[config.mk]
export PLATFORM = sky130hd
export DESIGN_NAME = i2c_byte_master
export DESIGN_NICKNAME = d
export VERILOG_FILES = /design/src/rtl/i2cm_pkg.sv /design/src/rtl/i2c_byte_master.sv /design/src/rtl/i2cm_front.sv /design/src/rtl/i2cm_engine.sv
export SDC_FILE = /design/constraint.sdc
export NUM_CORES = 1
export LEC_CHECK = 0
export ABC_AREA = 1
export ABC_CLOCK_PERIOD_IN_PS = 4200
export BUFFER_PORTS_ARGS = -buffer_cell sky130_fd_sc_hd__clkbuf_2
export CAP_MARGIN = 20
export CORE_UTILIZATION = 25
export CTS_BUF_LIST = sky130_fd_sc_hd__clkbuf_16
export DETAILED_ROUTE_END_ITERATION = 6
export PLACE_DENSITY = 0.42
export SLEW_MARGIN = 10
export SYNTH_ARGS = -nofsm -noshare
export SYNTH_HDL_FRONTEND = slang
export SYNTH_SLANG_ARGS = --single-unit
[constraint.sdc]
create_clock -name aclk -period 4.2 [get_ports aclk]
set_clock_uncertainty 0.05 [all_clocks]
set_input_delay 0 -clock aclk [delete_from_list [all_inputs] [get_ports aclk]]
set_output_delay 0 -clock aclk [all_outputs]
set_load 0.01 [all_outputs]
[src/rtl/i2cm_pkg.sv]
package i2cm_pkg;

    localparam int CFG_WIDTH = 16;
    localparam logic [CFG_WIDTH-1:0] HALF_PERIOD_RESET = 16'd5;
    localparam int APB_ADDR_WIDTH = 2;
    localparam logic [APB_ADDR_WIDTH-1:0] ADDR_HALF_PERIOD = 2'd0;

    localparam logic [1:0] KIND_WRITE = 2'd1;
    localparam logic [1:0] KIND_READ  = 2'd2;

    localparam logic [3:0] BITS_PER_BYTE = 4'd8;

    typedef enum logic [1:0] {
        CMD_NONE  = 2'd0,
        CMD_WRITE = 2'd1,
        CMD_READ  = 2'd2
    } cmd_t;

    typedef struct packed {
        cmd_t       cmd;
        logic       start_cond;
        logic       stop_cond;
        logic [7:0] tx_byte;
        logic       ack_to_send;
        logic       scl_level;
        logic       sda_level;
    } item_t;

endpackage

[src/rtl/i2c_byte_master.sv]
// Open-drain I2C master moving one byte per command. Each transaction on the
// s_ channel is one sampled tick of SCL and SDA, optionally carrying a write or
// read command while idle; each tick yields exactly one m_ transaction with the
// pull-low drives, busy, done and the last received byte and ACK status. One
// tick is taken every clock cycle unless m_ready back-pressure stalls it: the
// single-cycle bus state machine in the engine sets that rate. A tick's result
// is offered on the m_ channel after it passes through the two-entry input
// queue and the engine then loads the output register. half_period_ticks sets
// the length of each delay step in ticks and is written through the APB port at
// address 0; the user must do so only while idle, the block does not enforce it.
module i2c_byte_master #(
    parameter int DELAY_WIDTH = 16
) (
    input  logic                                aclk,
    input  logic                                aresetn,
    input  logic                                psel,
    input  logic                                penable,
    input  logic                                pwrite,
    input  logic [i2cm_pkg::APB_ADDR_WIDTH-1:0] paddr,
    input  logic [31:0]                         pwdata,
    output logic [31:0]                         prdata,
    output logic                                pready,
    input  logic                                s_valid,
    output logic                                s_ready,
    input  logic [1:0]                          s_kind,
    input  logic                                s_start_cond,
    input  logic                                s_stop_cond,
    input  logic [7:0]                          s_tx_byte,
    input  logic                                s_ack_to_send,
    input  logic                                s_scl_level,
    input  logic                                s_sda_level,
    output logic                                m_valid,
    input  logic                                m_ready,
    output logic                                m_scl_pull_low,
    output logic                                m_sda_pull_low,
    output logic                                m_busy_res,
    output logic                                m_done_res,
    output logic [7:0]                          m_rx_byte,
    output logic                                m_nack_seen
);
    import i2cm_pkg::*;

    logic [CFG_WIDTH-1:0] half_period_reg, half_period_next;
    logic                 cfg_write;
    logic                 q_valid;
    logic                 q_ready;
    item_t                q_item;

    assign pready    = 1'b1;
    assign cfg_write = psel && penable && pwrite && pready && (paddr == ADDR_HALF_PERIOD);
    assign prdata    = (paddr == ADDR_HALF_PERIOD) ? 32'(half_period_reg) : 32'd0;

    always_comb begin
        half_period_next = half_period_reg;
        if (cfg_write) begin
            half_period_next = pwdata[CFG_WIDTH-1:0];
        end
    end

    always_ff @(posedge aclk) begin
        if (!aresetn) begin
            half_period_reg <= HALF_PERIOD_RESET;
        end else begin
            half_period_reg <= half_period_next;
        end
    end

    i2cm_front u_front (
        .aclk          (aclk),
        .aresetn       (aresetn),
        .s_valid       (s_valid),
        .s_ready       (s_ready),
        .s_kind        (s_kind),
        .s_start_cond  (s_start_cond),
        .s_stop_cond   (s_stop_cond),
        .s_tx_byte     (s_tx_byte),
        .s_ack_to_send (s_ack_to_send),
        .s_scl_level   (s_scl_level),
        .s_sda_level   (s_sda_level),
        .q_valid       (q_valid),
        .q_ready       (q_ready),
        .q_item        (q_item)
    );

    i2cm_engine #(
        .DELAY_WIDTH (DELAY_WIDTH)
    ) u_engine (
        .aclk              (aclk),
        .aresetn           (aresetn),
        .half_period_ticks (half_period_reg),
        .q_valid           (q_valid),
        .q_ready           (q_ready),
        .q_item            (q_item),
        .m_valid           (m_valid),
        .m_ready           (m_ready),
        .m_scl_pull_low    (m_scl_pull_low),
        .m_sda_pull_low    (m_sda_pull_low),
        .m_busy_res        (m_busy_res),
        .m_done_res        (m_done_res),
        .m_rx_byte         (m_rx_byte),
        .m_nack_seen       (m_nack_seen)
    );

endmodule

[src/rtl/i2cm_front.sv]
module i2cm_front (
    input  logic             aclk,
    input  logic             aresetn,
    input  logic             s_valid,
    output logic             s_ready,
    input  logic [1:0]       s_kind,
    input  logic             s_start_cond,
    input  logic             s_stop_cond,
    input  logic [7:0]       s_tx_byte,
    input  logic             s_ack_to_send,
    input  logic             s_scl_level,
    input  logic             s_sda_level,
    output logic             q_valid,
    input  logic             q_ready,
    output i2cm_pkg::item_t  q_item
);
    import i2cm_pkg::*;

    localparam int DEPTH = 2;

    item_t       entry_reg [DEPTH];
    logic        wr_ptr_reg, wr_ptr_next;
    logic        rd_ptr_reg, rd_ptr_next;
    logic [1:0]  count_reg, count_next;
    item_t       item_in;
    logic        push;
    logic        pop;

    // decode the command kind; reserved kind is a plain tick
    always_comb begin
        item_in.cmd         = CMD_NONE;
        if (s_kind == KIND_WRITE) begin
            item_in.cmd = CMD_WRITE;
        end else if (s_kind == KIND_READ) begin
            item_in.cmd = CMD_READ;
        end
        item_in.start_cond  = s_start_cond;
        item_in.stop_cond   = s_stop_cond;
        item_in.tx_byte     = s_tx_byte;
        item_in.ack_to_send = s_ack_to_send;
        item_in.scl_level   = s_scl_level;
        item_in.sda_level   = s_sda_level;
    end

    assign s_ready = (count_reg != 2'(DEPTH));
    assign q_valid = (count_reg != 2'd0);
    assign q_item  = entry_reg[rd_ptr_reg];
    assign push    = s_valid && s_ready;
    assign pop     = q_valid && q_ready;

    always_comb begin
        wr_ptr_next = push ? ~wr_ptr_reg : wr_ptr_reg;
        rd_ptr_next = pop ? ~rd_ptr_reg : rd_ptr_reg;
        count_next  = count_reg;
        if (push && !pop) begin
            count_next = count_reg + 2'd1;
        end else if (pop && !push) begin
            count_next = count_reg - 2'd1;
        end
    end

    always_ff @(posedge aclk) begin
        if (push) begin
            entry_reg[wr_ptr_reg] <= item_in;
        end
    end

    always_ff @(posedge aclk) begin
        if (!aresetn) begin
            wr_ptr_reg <= 1'b0;
            rd_ptr_reg <= 1'b0;
            count_reg  <= 2'd0;
        end else begin
            wr_ptr_reg <= wr_ptr_next;
            rd_ptr_reg <= rd_ptr_next;
            count_reg  <= count_next;
        end
    end

endmodule

[src/rtl/i2cm_engine.sv]
module i2cm_engine #(
    parameter int DELAY_WIDTH = 16
) (
    input  logic                           aclk,
    input  logic                           aresetn,
    input  logic [i2cm_pkg::CFG_WIDTH-1:0] half_period_ticks,
    input  logic                           q_valid,
    output logic                           q_ready,
    input  i2cm_pkg::item_t                q_item,
    output logic                           m_valid,
    input  logic                           m_ready,
    output logic                           m_scl_pull_low,
    output logic                           m_sda_pull_low,
    output logic                           m_busy_res,
    output logic                           m_done_res,
    output logic [7:0]                     m_rx_byte,
    output logic                           m_nack_seen
);
    import i2cm_pkg::*;

    localparam logic [31:0] DELAY_MAX = {32{1'b1}} >> (32 - DELAY_WIDTH);

    typedef enum logic [12:0] {
        PH_IDLE    = 13'b0000000000001,
        PH_ST_D1   = 13'b0000000000010,
        PH_ST_WAIT = 13'b0000000000100,
        PH_ST_D2   = 13'b0000000001000,
        PH_ST_D3   = 13'b0000000010000,
        PH_BIT_D1  = 13'b0000000100000,
        PH_BIT_WT  = 13'b0000001000000,
        PH_BIT_D2  = 13'b0000010000000,
        PH_BIT_D3  = 13'b0000100000000,
        PH_SP_D1   = 13'b0001000000000,
        PH_SP_WAIT = 13'b0010000000000,
        PH_SP_D2   = 13'b0100000000000,
        PH_SP_D3   = 13'b1000000000000
    } phase_t;

    phase_t                 phase_reg, phase_next;
    logic [3:0]             bit_count_reg, bit_count_next;
    logic [7:0]             shift_reg, shift_next;
    logic [DELAY_WIDTH-1:0] delay_count_reg, delay_count_next;
    logic                   open_reg, open_next;
    logic                   pending_stop_reg, pending_stop_next;
    logic                   pending_ack_reg, pending_ack_next;
    logic                   is_read_reg, is_read_next;
    logic                   scl_drive_reg, scl_drive_next;
    logic                   sda_drive_reg, sda_drive_next;
    logic                   last_nack_reg, last_nack_next;
    logic [7:0]             last_rx_reg, last_rx_next;
    logic                   m_valid_reg, m_valid_next;
    logic                   done_next;

    logic [31:0]            hp_wide;
    logic [31:0]            lim_wide;
    logic [DELAY_WIDTH-1:0] delay_limit;
    logic [DELAY_WIDTH-1:0] delay_inc;
    logic                   step_done;
    logic                   slot_reads_now;
    logic                   slot_reads_next;
    logic                   do_enter;
    logic                   pop;

    assign pop     = q_valid && q_ready;
    assign q_ready = !m_valid_reg || m_ready;
    assign m_valid = m_valid_reg;

    // delay step length, saturated to the counter range and at least one tick
    always_comb begin
        hp_wide  = 32'(half_period_ticks);
        lim_wide = (hp_wide > DELAY_MAX) ? DELAY_MAX : hp_wide;
        delay_limit = lim_wide[DELAY_WIDTH-1:0];
        if (delay_limit == '0) begin
            delay_limit = DELAY_WIDTH'(1);
        end
    end

    assign delay_inc      = delay_count_reg + DELAY_WIDTH'(1);
    assign step_done      = (delay_inc >= delay_limit);
    assign slot_reads_now = is_read_reg ? (bit_count_reg < BITS_PER_BYTE)
                                        : (bit_count_reg == BITS_PER_BYTE);

    always_comb begin
        phase_next        = phase_reg;
        bit_count_next    = bit_count_reg;
        shift_next        = shift_reg;
        delay_count_next  = delay_count_reg;
        open_next         = open_reg;
        pending_stop_next = pending_stop_reg;
        pending_ack_next  = pending_ack_reg;
        is_read_next      = is_read_reg;
        scl_drive_next    = scl_drive_reg;
        sda_drive_next    = sda_drive_reg;
        last_nack_next    = last_nack_reg;
        last_rx_next      = last_rx_reg;
        done_next         = 1'b0;
        do_enter          = 1'b0;
        slot_reads_next   = 1'b0;

        if (pop) begin
            unique case (phase_reg)
                PH_IDLE: begin
                    if (q_item.cmd != CMD_NONE) begin
                        is_read_next      = (q_item.cmd == CMD_READ);
                        pending_stop_next = q_item.stop_cond;
                        pending_ack_next  = q_item.ack_to_send;
                        shift_next        = (q_item.cmd == CMD_READ) ? 8'd0 : q_item.tx_byte;
                        bit_count_next    = 4'd0;
                        delay_count_next  = '0;
                        if (q_item.cmd == CMD_WRITE && q_item.start_cond) begin
                            if (open_reg) begin
                                sda_drive_next = 1'b0;
                                phase_next     = PH_ST_D1;
                            end else begin
                                sda_drive_next = 1'b1;
                                phase_next     = PH_ST_D3;
                            end
                            open_next = 1'b1;
                        end else begin
                            do_enter = 1'b1;
                        end
                    end
                end
                PH_ST_D1, PH_BIT_D1, PH_SP_D1: begin
                    delay_count_next = step_done ? '0 : delay_inc;
                    if (step_done) begin
                        scl_drive_next = 1'b0;
                        unique case (phase_reg)
                            PH_ST_D1:  phase_next = PH_ST_WAIT;
                            PH_BIT_D1: phase_next = PH_BIT_WT;
                            default:   phase_next = PH_SP_WAIT;
                        endcase
                    end
                end
                PH_ST_WAIT: begin
                    if (q_item.scl_level) begin
                        delay_count_next = '0;
                        phase_next       = PH_ST_D2;
                    end
                end
                PH_ST_D2: begin
                    delay_count_next = step_done ? '0 : delay_inc;
                    if (step_done) begin
                        sda_drive_next = 1'b1;
                        phase_next     = PH_ST_D3;
                    end
                end
                PH_ST_D3: begin
                    delay_count_next = step_done ? '0 : delay_inc;
                    if (step_done) begin
                        scl_drive_next = 1'b1;
                        do_enter       = 1'b1;
                    end
                end
                PH_BIT_WT: begin
                    if (q_item.scl_level) begin
                        if (slot_reads_now) begin
                            if (is_read_reg) begin
                                shift_next = {shift_reg[6:0], q_item.sda_level};
                            end else begin
                                last_nack_next = q_item.sda_level;
                            end
                        end
                        delay_count_next = '0;
                        phase_next       = PH_BIT_D2;
                    end
                end
                PH_BIT_D2: begin
                    delay_count_next = step_done ? '0 : delay_inc;
                    if (step_done) begin
                        scl_drive_next = 1'b1;
                        phase_next     = PH_BIT_D3;
                    end
                end
                PH_BIT_D3: begin
                    delay_count_next = step_done ? '0 : delay_inc;
                    if (step_done) begin
                        if (!is_read_reg && bit_count_reg < BITS_PER_BYTE) begin
                            shift_next = {shift_reg[6:0], 1'b0};
                        end
                        bit_count_next = bit_count_reg + 4'd1;
                        if (is_read_reg && bit_count_next == BITS_PER_BYTE) begin
                            last_rx_next = shift_reg;
                        end
                        if (bit_count_next <= BITS_PER_BYTE) begin
                            do_enter = 1'b1;
                        end else if (pending_stop_reg) begin
                            sda_drive_next   = 1'b1;
                            delay_count_next = '0;
                            phase_next       = PH_SP_D1;
                        end else begin
                            phase_next = PH_IDLE;
                            done_next  = 1'b1;
                        end
                    end
                end
                PH_SP_WAIT: begin
                    if (q_item.scl_level) begin
                        delay_count_next = '0;
                        phase_next       = PH_SP_D2;
                    end
                end
                PH_SP_D2: begin
                    delay_count_next = step_done ? '0 : delay_inc;
                    if (step_done) begin
                        sda_drive_next = 1'b0;
                        phase_next     = PH_SP_D3;
                    end
                end
                PH_SP_D3: begin
                    delay_count_next = step_done ? '0 : delay_inc;
                    if (step_done) begin
                        open_next  = 1'b0;
                        phase_next = PH_IDLE;
                        done_next  = 1'b1;
                    end
                end
                default: begin
                    phase_next = PH_IDLE;
                end
            endcase

            // start of one bit slot: release sda to read, else drive the bit
            if (do_enter) begin
                slot_reads_next = is_read_next ? (bit_count_next < BITS_PER_BYTE)
                                               : (bit_count_next == BITS_PER_BYTE);
                if (slot_reads_next) begin
                    sda_drive_next = 1'b0;
                end else if (is_read_next) begin
                    sda_drive_next = ~pending_ack_next;
                end else begin
                    sda_drive_next = ~shift_next[7];
                end
                delay_count_next = '0;
                phase_next       = PH_BIT_D1;
            end
        end
    end

    always_comb begin
        m_valid_next = m_valid_reg;
        if (pop) begin
            m_valid_next = 1'b1;
        end else if (m_ready) begin
            m_valid_next = 1'b0;
        end
    end

    always_ff @(posedge aclk) begin
        if (pop) begin
            m_scl_pull_low <= scl_drive_next;
            m_sda_pull_low <= sda_drive_next;
            m_busy_res     <= (phase_next != PH_IDLE);
            m_done_res     <= done_next;
            m_rx_byte      <= last_rx_next;
            m_nack_seen    <= last_nack_next;
        end
    end

    always_ff @(posedge aclk) begin
        if (!aresetn) begin
            phase_reg        <= PH_IDLE;
            bit_count_reg    <= 4'd0;
            shift_reg        <= 8'd0;
            delay_count_reg  <= '0;
            open_reg         <= 1'b0;
            pending_stop_reg <= 1'b0;
            pending_ack_reg  <= 1'b0;
            is_read_reg      <= 1'b0;
            scl_drive_reg    <= 1'b0;
            sda_drive_reg    <= 1'b0;
            last_nack_reg    <= 1'b0;
            last_rx_reg      <= 8'd0;
            m_valid_reg      <= 1'b0;
        end else begin
            phase_reg        <= phase_next;
            bit_count_reg    <= bit_count_next;
            shift_reg        <= shift_next;
            delay_count_reg  <= delay_count_next;
            open_reg         <= open_next;
            pending_stop_reg <= pending_stop_next;
            pending_ack_reg  <= pending_ack_next;
            is_read_reg      <= is_read_next;
            scl_drive_reg    <= scl_drive_next;
            sda_drive_reg    <= sda_drive_next;
            last_nack_reg    <= last_nack_next;
            last_rx_reg      <= last_rx_next;
            m_valid_reg      <= m_valid_next;
        end
    end

endmodule

# Yosys cells after proc, flatten, opt, wreduce, memory -nomap -nowiden
# Memory sizes are Yosys's and may differ from the RTL's. A register that Yosys moved wholly into a read port is not among the register bits.
# Index checks and enable logic that the tools add are counted.
[totals] latch_bits=0 n_memories=1 mem_bits_ro=0 word_cells=202 inputBits=56 reg_bits=90 ramBits=30
[op_classes] shift=0 eq_ne=34 div_mod_pow=0 add_sub_neg=4 reduce_logical=31 muxes=100 order_cmp=4 mul=0 bitwise=4
[memory_table] name="u_front.entry_reg" words=2 word_bits=15 read_ports=1 rd_ports_with_merged_regs=1 write_ports=1 line="i2cm_front.sv:21" text="item_t entry_reg [DEPTH];"
[ops] cell="two-way mux 13 bit" count=14
[ops] cell="two-way mux 16 bit" count=9
[ops] cell="case mux 13 bit (11 select lines)" count=1
[ops] cell="two-way mux 8 bit" count=12
[ops] cell="case mux 16 bit (4 select lines)" count=1
[ops] cell="two-way mux 1 bit" count=46
[ops] cell="case mux 8 bit (3 select lines)" count=1
[ops] cell="case mux 11 bit (2 select lines)" count=1
[ops] cell="adder 16 x 1 -> 16 bit (second input constant)" count=1
[ops] cell="greater-or-equal comparator 16 bit" count=1
[ops] cell="zero test 16 bit" count=1
[ops] cell="inequality test 3 x 2 -> 1 bit (second input constant)" count=5
[ops] cell="equality test 13 x 1 -> 1 bit (second input constant)" count=1
[ops] cell="equality test 13 x 10 -> 1 bit (second input constant)" count=1
[ops] cell="equality test 13 x 11 -> 1 bit (second input constant)" count=1
[ops] cell="equality test 13 x 12 -> 1 bit (second input constant)" count=1
[ops] cell="equality test 13 bit (second input constant)" count=1
[ops] cell="equality test 13 x 2 -> 1 bit (second input constant)" count=1
[ops] cell="equality test 13 x 3 -> 1 bit (second input constant)" count=1
[ops] cell="equality test 13 x 4 -> 1 bit (second input constant)" count=1
[ops] cell="equality test 13 x 5 -> 1 bit (second input constant)" count=1
[ops] cell="equality test 13 x 6 -> 1 bit (second input constant)" count=1
[ops] cell="equality test 13 x 7 -> 1 bit (second input constant)" count=1
[ops] cell="equality test 13 x 8 -> 1 bit (second input constant)" count=1
[ops] cell="other kinds (37)" count=72

# Depth between registers and ports, before layout
# Gate-level depths: netlist of run 1.
[depth] depth_word=11 mapped_depth=26

# By module
# A second synthesis of run 1 with hierarchy kept.
[hier_totals] cells_unflattened=930 area_unflattened_um2=7110.6
[modules_own_cells] mod="i2cm_engine" instances=1 area_per_inst_um2=4718.3 cells_each=683
[modules_own_cells] mod="i2cm_front" instances=1 area_per_inst_um2=1393.8 cells_each=88
[modules_own_cells] mod="i2c_byte_master" instances=1 area_per_inst_um2=998.5 cells_each=159

# Worst setup path after synthesis of run 1
# No wires, ideal clock.
[synth_timing] path_kind="register -> register" start="register u_engine.delay_count_reg[0]" end="register u_engine.m_busy_res (data pin)" setup_time_ns=0.260 arrival_ns=3.135 path_stages_with_launch=22 setup_slack_ns=0.755 cell_sequence="dfxtp_1 -> inv_1 -> nor3_2 -> nand3_1 -> nor3_2 -> nand3_1 -> nor3_2 -> nand3_1 -> nand2_1 -> nand2_1 -> ha_1 -> a21oi_1 -> o21ai_0 -> nor2_4 -> nand2_2 -> buf_2 -> buf_6 -> a211o_1 -> nand2_1 -> nand3_1 -> nor2_1 -> nand3_1"
[synth_between] elab_chain_cells=8 elab_cells_between_ends=16 classes_between="1 x add/sub; 1 x order compare; 1 x eq/ne; 13 x mux"
[synth_lines] element="start: declaration" line="i2cm_engine.sv:42" text="logic [DELAY_WIDTH-1:0] delay_count_reg, delay_count_next;"
[synth_lines] element="start signal: assignment" line="i2cm_engine.sv:279" text="delay_count_reg <= delay_count_next;"
[synth_lines] element="adder 16 x 1 -> 16 bit *" line="i2cm_engine.sv:78" text="assign delay_inc = delay_count_reg + DELAY_WIDTH'(1);"
[synth_lines] element="greater-or-equal comparator 16 bit *" line="i2cm_engine.sv:79" text="assign step_done = (delay_inc >= delay_limit);"
[synth_lines] element="two-way mux 1 bit (on tied branches)" line="i2cm_engine.sv:177, i2cm_engine.sv:150"
[synth_lines] element="case mux 1 bit (3 select lines)" line="i2cm_engine.sv:101" text="unique case (phase_reg)"
[synth_lines] element="two-way mux 1 bit" line="i2cm_engine.sv:100" text="if (pop) begin"
[synth_lines] element="two-way mux 13 bit *" line="i2cm_engine.sv:224" text="if (do_enter) begin"
[synth_lines] element="two-way mux 13 bit *" line="i2cm_engine.sv:100"
[synth_lines] element="inequality test 13 x 1 -> 1 bit *" line="i2cm_engine.sv:253" text="m_busy_res <= (phase_next != PH_IDLE);"
[synth_lines] element="end signal: assignment" line="i2cm_engine.sv:253"
[synth_lines] element="end: declaration" line="i2cm_engine.sv:14" text="output logic m_busy_res,"
# Mark *: on every way between the ends. The rest lies on a longest branch, timed or not. The select of a mux whose other input is x is not followed.
# A chain may end at the register's enable or synchronous reset.

# Worst setup path after layout of run 1
# Ends and elaborated chain as after synthesis.

==> out/qor.txt, run 1 <==
Run status -> finished, violations left
Failing checks -> DRC
Critical Path RT -> 4310 ps
Final Hold Viols -> 0
Iter 0 DRT Violations -> 230
N_diodes -> 0
I/O pin count -> 104
Worst Path Max Fanout -> 6
Root Buffer -> clkbuf_16
#FFs+latches synth -> 121
Slew headroom -> 43.4%
Area contributors post-synth -> dfxtp_1 23%, edfxtp_1 19%, nand2_1 9.4%, inv_1 7.0%, nor2_1 6.7%
Die Y -> 167 um
Fillcell total -> 2,875
Worst path top cell family by delay -> simple AND/OR/NAND/NOR gates
Setup violators final -> 0
Detail Placement HPWL -> 12.5 mm
CTS tree -> yes
Synth unique cells -> 46
Crit-path cells -> ha_1, nand2_1, nor2_1, nand3_1, nor2_1, nand2_1, nor4_1, xor2_1, ha_1, nand4_1, nor2_1, nand2_2, nand2_2, clkinvlp_4, buf_12, nand3_1, nand2_1, a21oi_1, nand3_1, nor2_1, nand3_1
Worst Path Arrival -> 3890 ps
Most area-hungry cell type in the Yosys netlist -> dfxtp_1
Sink Count -> 121
Top FF cell, synth -> dfxtp_1
CTS buffer count -> 17
Layout cells sized above 1 -> 15.7%
Nets -> 1,093
Die Wd -> 167 um
Worst-skew pair later-pin latency -> 420 ps
P&R area growth vs syn -> 25.2%
WL final -> 17.3 mm
Async SR Flop Fraction -> 0%
P_leak -> 3.91 nW
Global-route wire length before repair -> 28.8 mm
Vias in the first global route -> 5,635
Pin count of the biggest net entering global routing -> 43
Initial antenna violation count -> 0
Max FFs per register -> 30
Crit path capture type -> register
Core area -> 26,300 um2
ANT nets after route -> 0
Hold/Removal Path Class -> input port to register
Critical path class -> register to register
Die area -> 27,700 um2
Port Buffers -> 70
Pwr per Cell Area -> 691 nW/um2
H-tree levels -> 4
Worst Slack Setup Final -> 420 ps
Via density per instance -> 4.29
Multi-input gate area -> 3220 um2
Top post-synthesis cells by count -> 170 x nand2_1, 127 x inv_1, 120 x nor2_1
Fmax -> 265 MHz
Reg area -> 2850 um2
Crit share post-route -> 90.0%
Max_cap viols -> 0
CTS Buffer Depth -> 2
Grt total ovfl -> 0
GRT Overall Usage -> 13.0%
Max Slew Vio Count -> 0
Clock slew at reported path FFs -> 60 ps
Critical Path Slowest Stage Cell -> dfxtp_1
Syn_area_per_cell -> 7.47 um2
Drc violations -> 6
VDD IR max -> 396 uV
Mapped cell area -> 6770 um2
Ys Warns -> 0
Startpoint types -> register
Post-synth top area share -> 23.1%
Fin Setup TNS -> 0 ps
Rows -> 59
Count leader, synth -> nand2_1
DR vias -> 5,851
Max stage delay on crit path -> 360 ps
Placer Congestion -> 0.852
Slew @ Worst Pin -> 848 ps
Critical path buffers and inverters -> 2
Seq/Total Area, Yosys -> 42.1%
Pre-CTS setup slack -> 320 ps
Post-synth EDFFs -> 43
Tmin final -> 3780 ps
First-pass iteration count of the detailed router -> 7
Routed len/inst -> 12.7 um
Syn Inst Count -> 906
Initial core utilization -> 25.8%
[cells in the final DEF (no fill, tap or decap), types with 3 or more instances in the layout]
cell type and instances:
ha_1 20, nand2_4 3, clkbuf_16 17, a211o_1 6, inv_6 6, dlygate4sd3_1 34, edfxtp_1 43, conb_1 17
inv_1 126, clkinvlp_4 3, nor2_4 6, o21ai_0 60, buf_12 3, a21oi_2 4, a211oi_1 4, buf_4 14
o21ai_1 3, nand2_2 4, clkbuf_2 70, inv_8 3, nor3_1 8, mux2i_1 5, nand2_1 170, xor2_1 13
a21oi_1 67, nor3_2 3, nand3_1 53, nand4_1 14, nor2_2 5, or2_2 3, o211ai_1 8, inv_2 5
nor2_1 120, nor4_1 5, dfxtp_1 78
[stage by stage]
| stage | util (%) | cell area (um2) | hold slack (ps) | std cells | power [mW] |
|---|---|---|---|---|---|
| 2_1_floorplan | - | 6830 | 48.9 | 921 | 3.56 |
| 3_3_place_gp | 28.5 | 7480 | 140 | 1297 | 4.30 |
| 3_5_place_dp | 28.5 | 7480 | 143 | 1297 | 4.29 |
| 4_1_cts | 32.1 | 8420 | 233 | 1363 | 5.86 |
| 5_1_grt | 32.3 | 8480 | 45.1 | 1365 | 6.38 |
| 6_report | 32.3 | 8480 | 12.3 | 1365 | 5.86 |
[worst reg2reg max path: stages (launching register included)]
cell and delay [ps]:
dfxtp_1 360, ha_1 190, nand2_1 70, nor2_1 150
nand3_1 140, nor2_1 190, nand2_1 150, nor4_1 260
xor2_1 140, ha_1 320, nand4_1 130, nor2_1 170
nand2_2 90, nand2_2 110, clkinvlp_4 190, buf_12 180
nand3_1 60, nand2_1 50, a21oi_1 170, nand3_1 100
nor2_1 160, nand3_1 90
[cell families after synthesis]
| kind of cell | synth area share (%) |
|---|---|
| XOR/XNOR | 1.81 |
| adder cells (fa/ha/maj) | 3.70 |
| buffers and inverters | 11.5 |
| flip-flops | 42.1 |
| AO/OA/AOI/OAI | 13.1 |
| multiplexers | 0.739 |
| other | 0.111 |
| AND/OR/NAND/NOR | 26.9 |
[power breakdown]
part / switching, mW / leakage, nW / total, mW / internal [mW]
registers: 0.179 / 1.05 / 1.69 / 1.51
logic: 1.76 / 2.58 / 2.66 / 0.907
clock network: 0.607 / 0.292 / 1.50 / 0.898
total: 2.54 / 3.91 / 5.86 / 3.32
[final timing paths]
kind	startpoint	end	slack (ps)	cells after the start
max	u_engine.delay_count_reg[0]	u_engine.m_busy_res	420	21
min	pwrite	half_period_reg[4]	10	3
max reg2reg	u_engine.delay_count_reg[0]	u_engine.m_busy_res	420	21
min reg2reg	u_front.rd_ptr_reg	register	400	1
[metal layers]
layer  vias to the layer above  track usage (%)  part of all wire [%]
met5                         -                0                     0
met3                        10             2.28                   3.0
li1                       3154                -                     -
met1                      2604             17.7                    51
met4                         0             4.19                  0.90
met2                        83             20.8                    45
[area by class of cell]
| type | count | share of cell area [%] |
|---|---|---|
| clock inverter | 15 | 2.11 |
| timing repair buffer | 122 | 10.3 |
| inverter | 134 | 6.01 |
| clock buffer | 17 | 5.02 |
| tap | 335 | 4.94 |
| sequential | 121 | 33.6 |
| multi-input combinational | 621 | 38.0 |
[repair_timing]
action                                  4_1_cts  5_1_grt
setup buffers                                 0        1
hold endpoints to repair                     49        0
endpoints found under the setup margin        0        7
gates resized for setup                       0        5
hold buffers                                 34        0
Note: power is estimated with default switching activity, not from simulation.
==> run 2: changes to the inputs <==
Settings changed: BUFFER_PORTS_ARGS -buffer_cell sky130_fd_sc_hd__clkbuf_2 to -buffer_cell sky130_fd_sc_hd__buf_2, TNS_END_PERCENT set to 50.
==> out/qor.txt, run 2 (synthesis results as in run 1) <==
Run status -> finished, violations left
Failing checks -> DRC, hold timing
Max FFs per register -> 30
Rows -> 59
ANT nets after route -> 0
Placed Cells -> 1,297
H-tree levels -> 4
Max Slew Vio Count -> 0
Util after Layout -> 32.5%
Die area -> 27,700 um2
Max_cap viols -> 0
CTS buffer count -> 17
GRT Overall Usage -> 13.0%
First-pass iteration count of the detailed router -> 7
Initial core utilization -> 25.8%
Drc violations -> 6
Nets -> 1,096
Slew @ Worst Pin -> 818 ps
CTS Buffer Depth -> 2
Layout cells sized above 1 -> 15.9%
Critical Path RT -> 4320 ps
Sink Count -> 121
Top Layer Used -> met4
Worst r2r src -> u_engine.delay_count_reg[0]
RSZ-0062 raised after global routing -> false
Most common cell after layout, fill and taps aside -> nand2_1
Worst-skew pair later-pin latency -> 420 ps
Critical path origin -> u_engine.delay_count_reg[0]
Flop2flop setup slack -> 400 ps
Slew headroom -> 45.4%
Fmax -> 263 MHz
Detail Placement HPWL -> 12.6 mm
Hold Path Depth -> 4
Placer Congestion -> 0.849
Die Wd -> 167 um
Routed len/inst -> 12.8 um
Via density per instance -> 4.35
Setup violators final -> 0
Hold_ws -> -27.0 ps
Pin count of the biggest net entering global routing -> 43
N_diodes -> 0
Core area -> 26,300 um2
Crit path capture type -> register
Hold Path Origin -> paddr[0]
Non-filler cells, final -> 1,368
Tmin final -> 3800 ps
Clock slew at reported path FFs -> 60 ps
VDD IR max -> 295 uV
Global-route wire length before repair -> 28.9 mm
Die Y -> 167 um
Worst Slack Setup Final -> 402 ps
I/O pin count -> 104
WL final -> 17.5 mm
Root Buffer -> clkbuf_16
Vias in the first global route -> 5,607
Fin Setup TNS -> 0 ps
Final Hold Viols -> 1
Startpoint types -> register
Hold/Removal Path Class -> input port to register
Most frequent cells in the layout -> 170 x nand2_1, 126 x inv_1, 120 x nor2_1
Worst Path Max Fanout -> 10
Wl on met1 -> 9.08 mm
Worst Path Arrival -> 3920 ps
Met2 WL -> 7.78 mm
Initial antenna violation count -> 0
Pwr per Cell Area -> 695 nW/um2
P_leak -> 3.94 nW
Port Buffers -> 70
Critical path class -> register to register
Hold EP -> half_period_reg[6]
Crit share post-route -> 90.4%
Pre-CTS setup slack -> 383 ps
DR vias -> 5,952
FF-to-FF path depth -> 22
Iter 0 DRT Violations -> 295
R2r endpoint -> u_engine.m_busy_res
P&R area growth vs syn -> 26.0%
Grt total ovfl -> 0
CTS tree -> yes
Metal3 WL -> 491 um
run 2: report_power, final:
part	switching [mW]	internal [mW]
Sequential	0.177	1.51
Clock	0.583	1.01
Combinational	1.76	0.882
run 2: worst max-delay path by stage:
| stage | to | cells after the start |
|---|---|---|
| 2_1_floorplan | u_engine.m_busy_res | 21 |
| 3_3_place_gp | u_engine.m_busy_res | 20 |
| 3_5_place_dp | u_engine.m_busy_res | 20 |
| 4_1_cts | u_engine.m_busy_res | 20 |
| 5_1_grt | u_engine.m_busy_res | 22 |
| 6_report | u_engine.m_busy_res | 22 |
run 2: stage by stage:
stage                     instance area, um2  power [mW]
after floorplan                         6830        3.56
after global placement                  7480        4.30
after detailed placement                7480        4.28
after CTS                               8460        5.93
after global routing                    8530        6.43
final                                   8530        5.93
run 2: cell type report:
class | instances | area, um2
clock buffer | 17 | 425
multi-input combinational | 621 | 3230
tap | 335 | 419
sequential | 121 | 2850
clock inverter | 15 | 215
timing repair buffer | 125 | 882
fill | 2827 | 17700
inverter | 134 | 509
run 2: worst max-delay path, cell delays in order (launching register included):
cell	delay (ps)
dfxtp_1	360
inv_1	90
nor3_2	230
nand3_1	170
nor3_2	220
nand3_2	160
nor3_4	190
nand3_1	100
nand2_1	70
nand2_1	60
ha_1	310
nand4_1	130
a21oi_1	240
nor2_4	70
nand2_2	130
clkinvlp_4	220
buf_4	200
nand3_1	60
nand2_1	50
a21oi_1	170
nand3_1	100
nor2_1	110
nand3_1	80
run 2: repair_timing:
item                                    in CTS  in global routing
hold endpoints to repair                    49                  2
hold buffers                                34                  2
gates resized for setup                      0                  6
endpoints found under the setup margin       0                  6
buffers inserted                             0                  2
run 2: routing by layer:
| layer | vias to the layer above | GRT usage (%) |
|---|---|---|
| met2 | 98 | 20.5 |
| met5 | - | 0 |
| met4 | 0 | 3.95 |
| met1 | 2675 | 18.0 |
| li1 | 3166 | - |
| met3 | 13 | 2.50 |
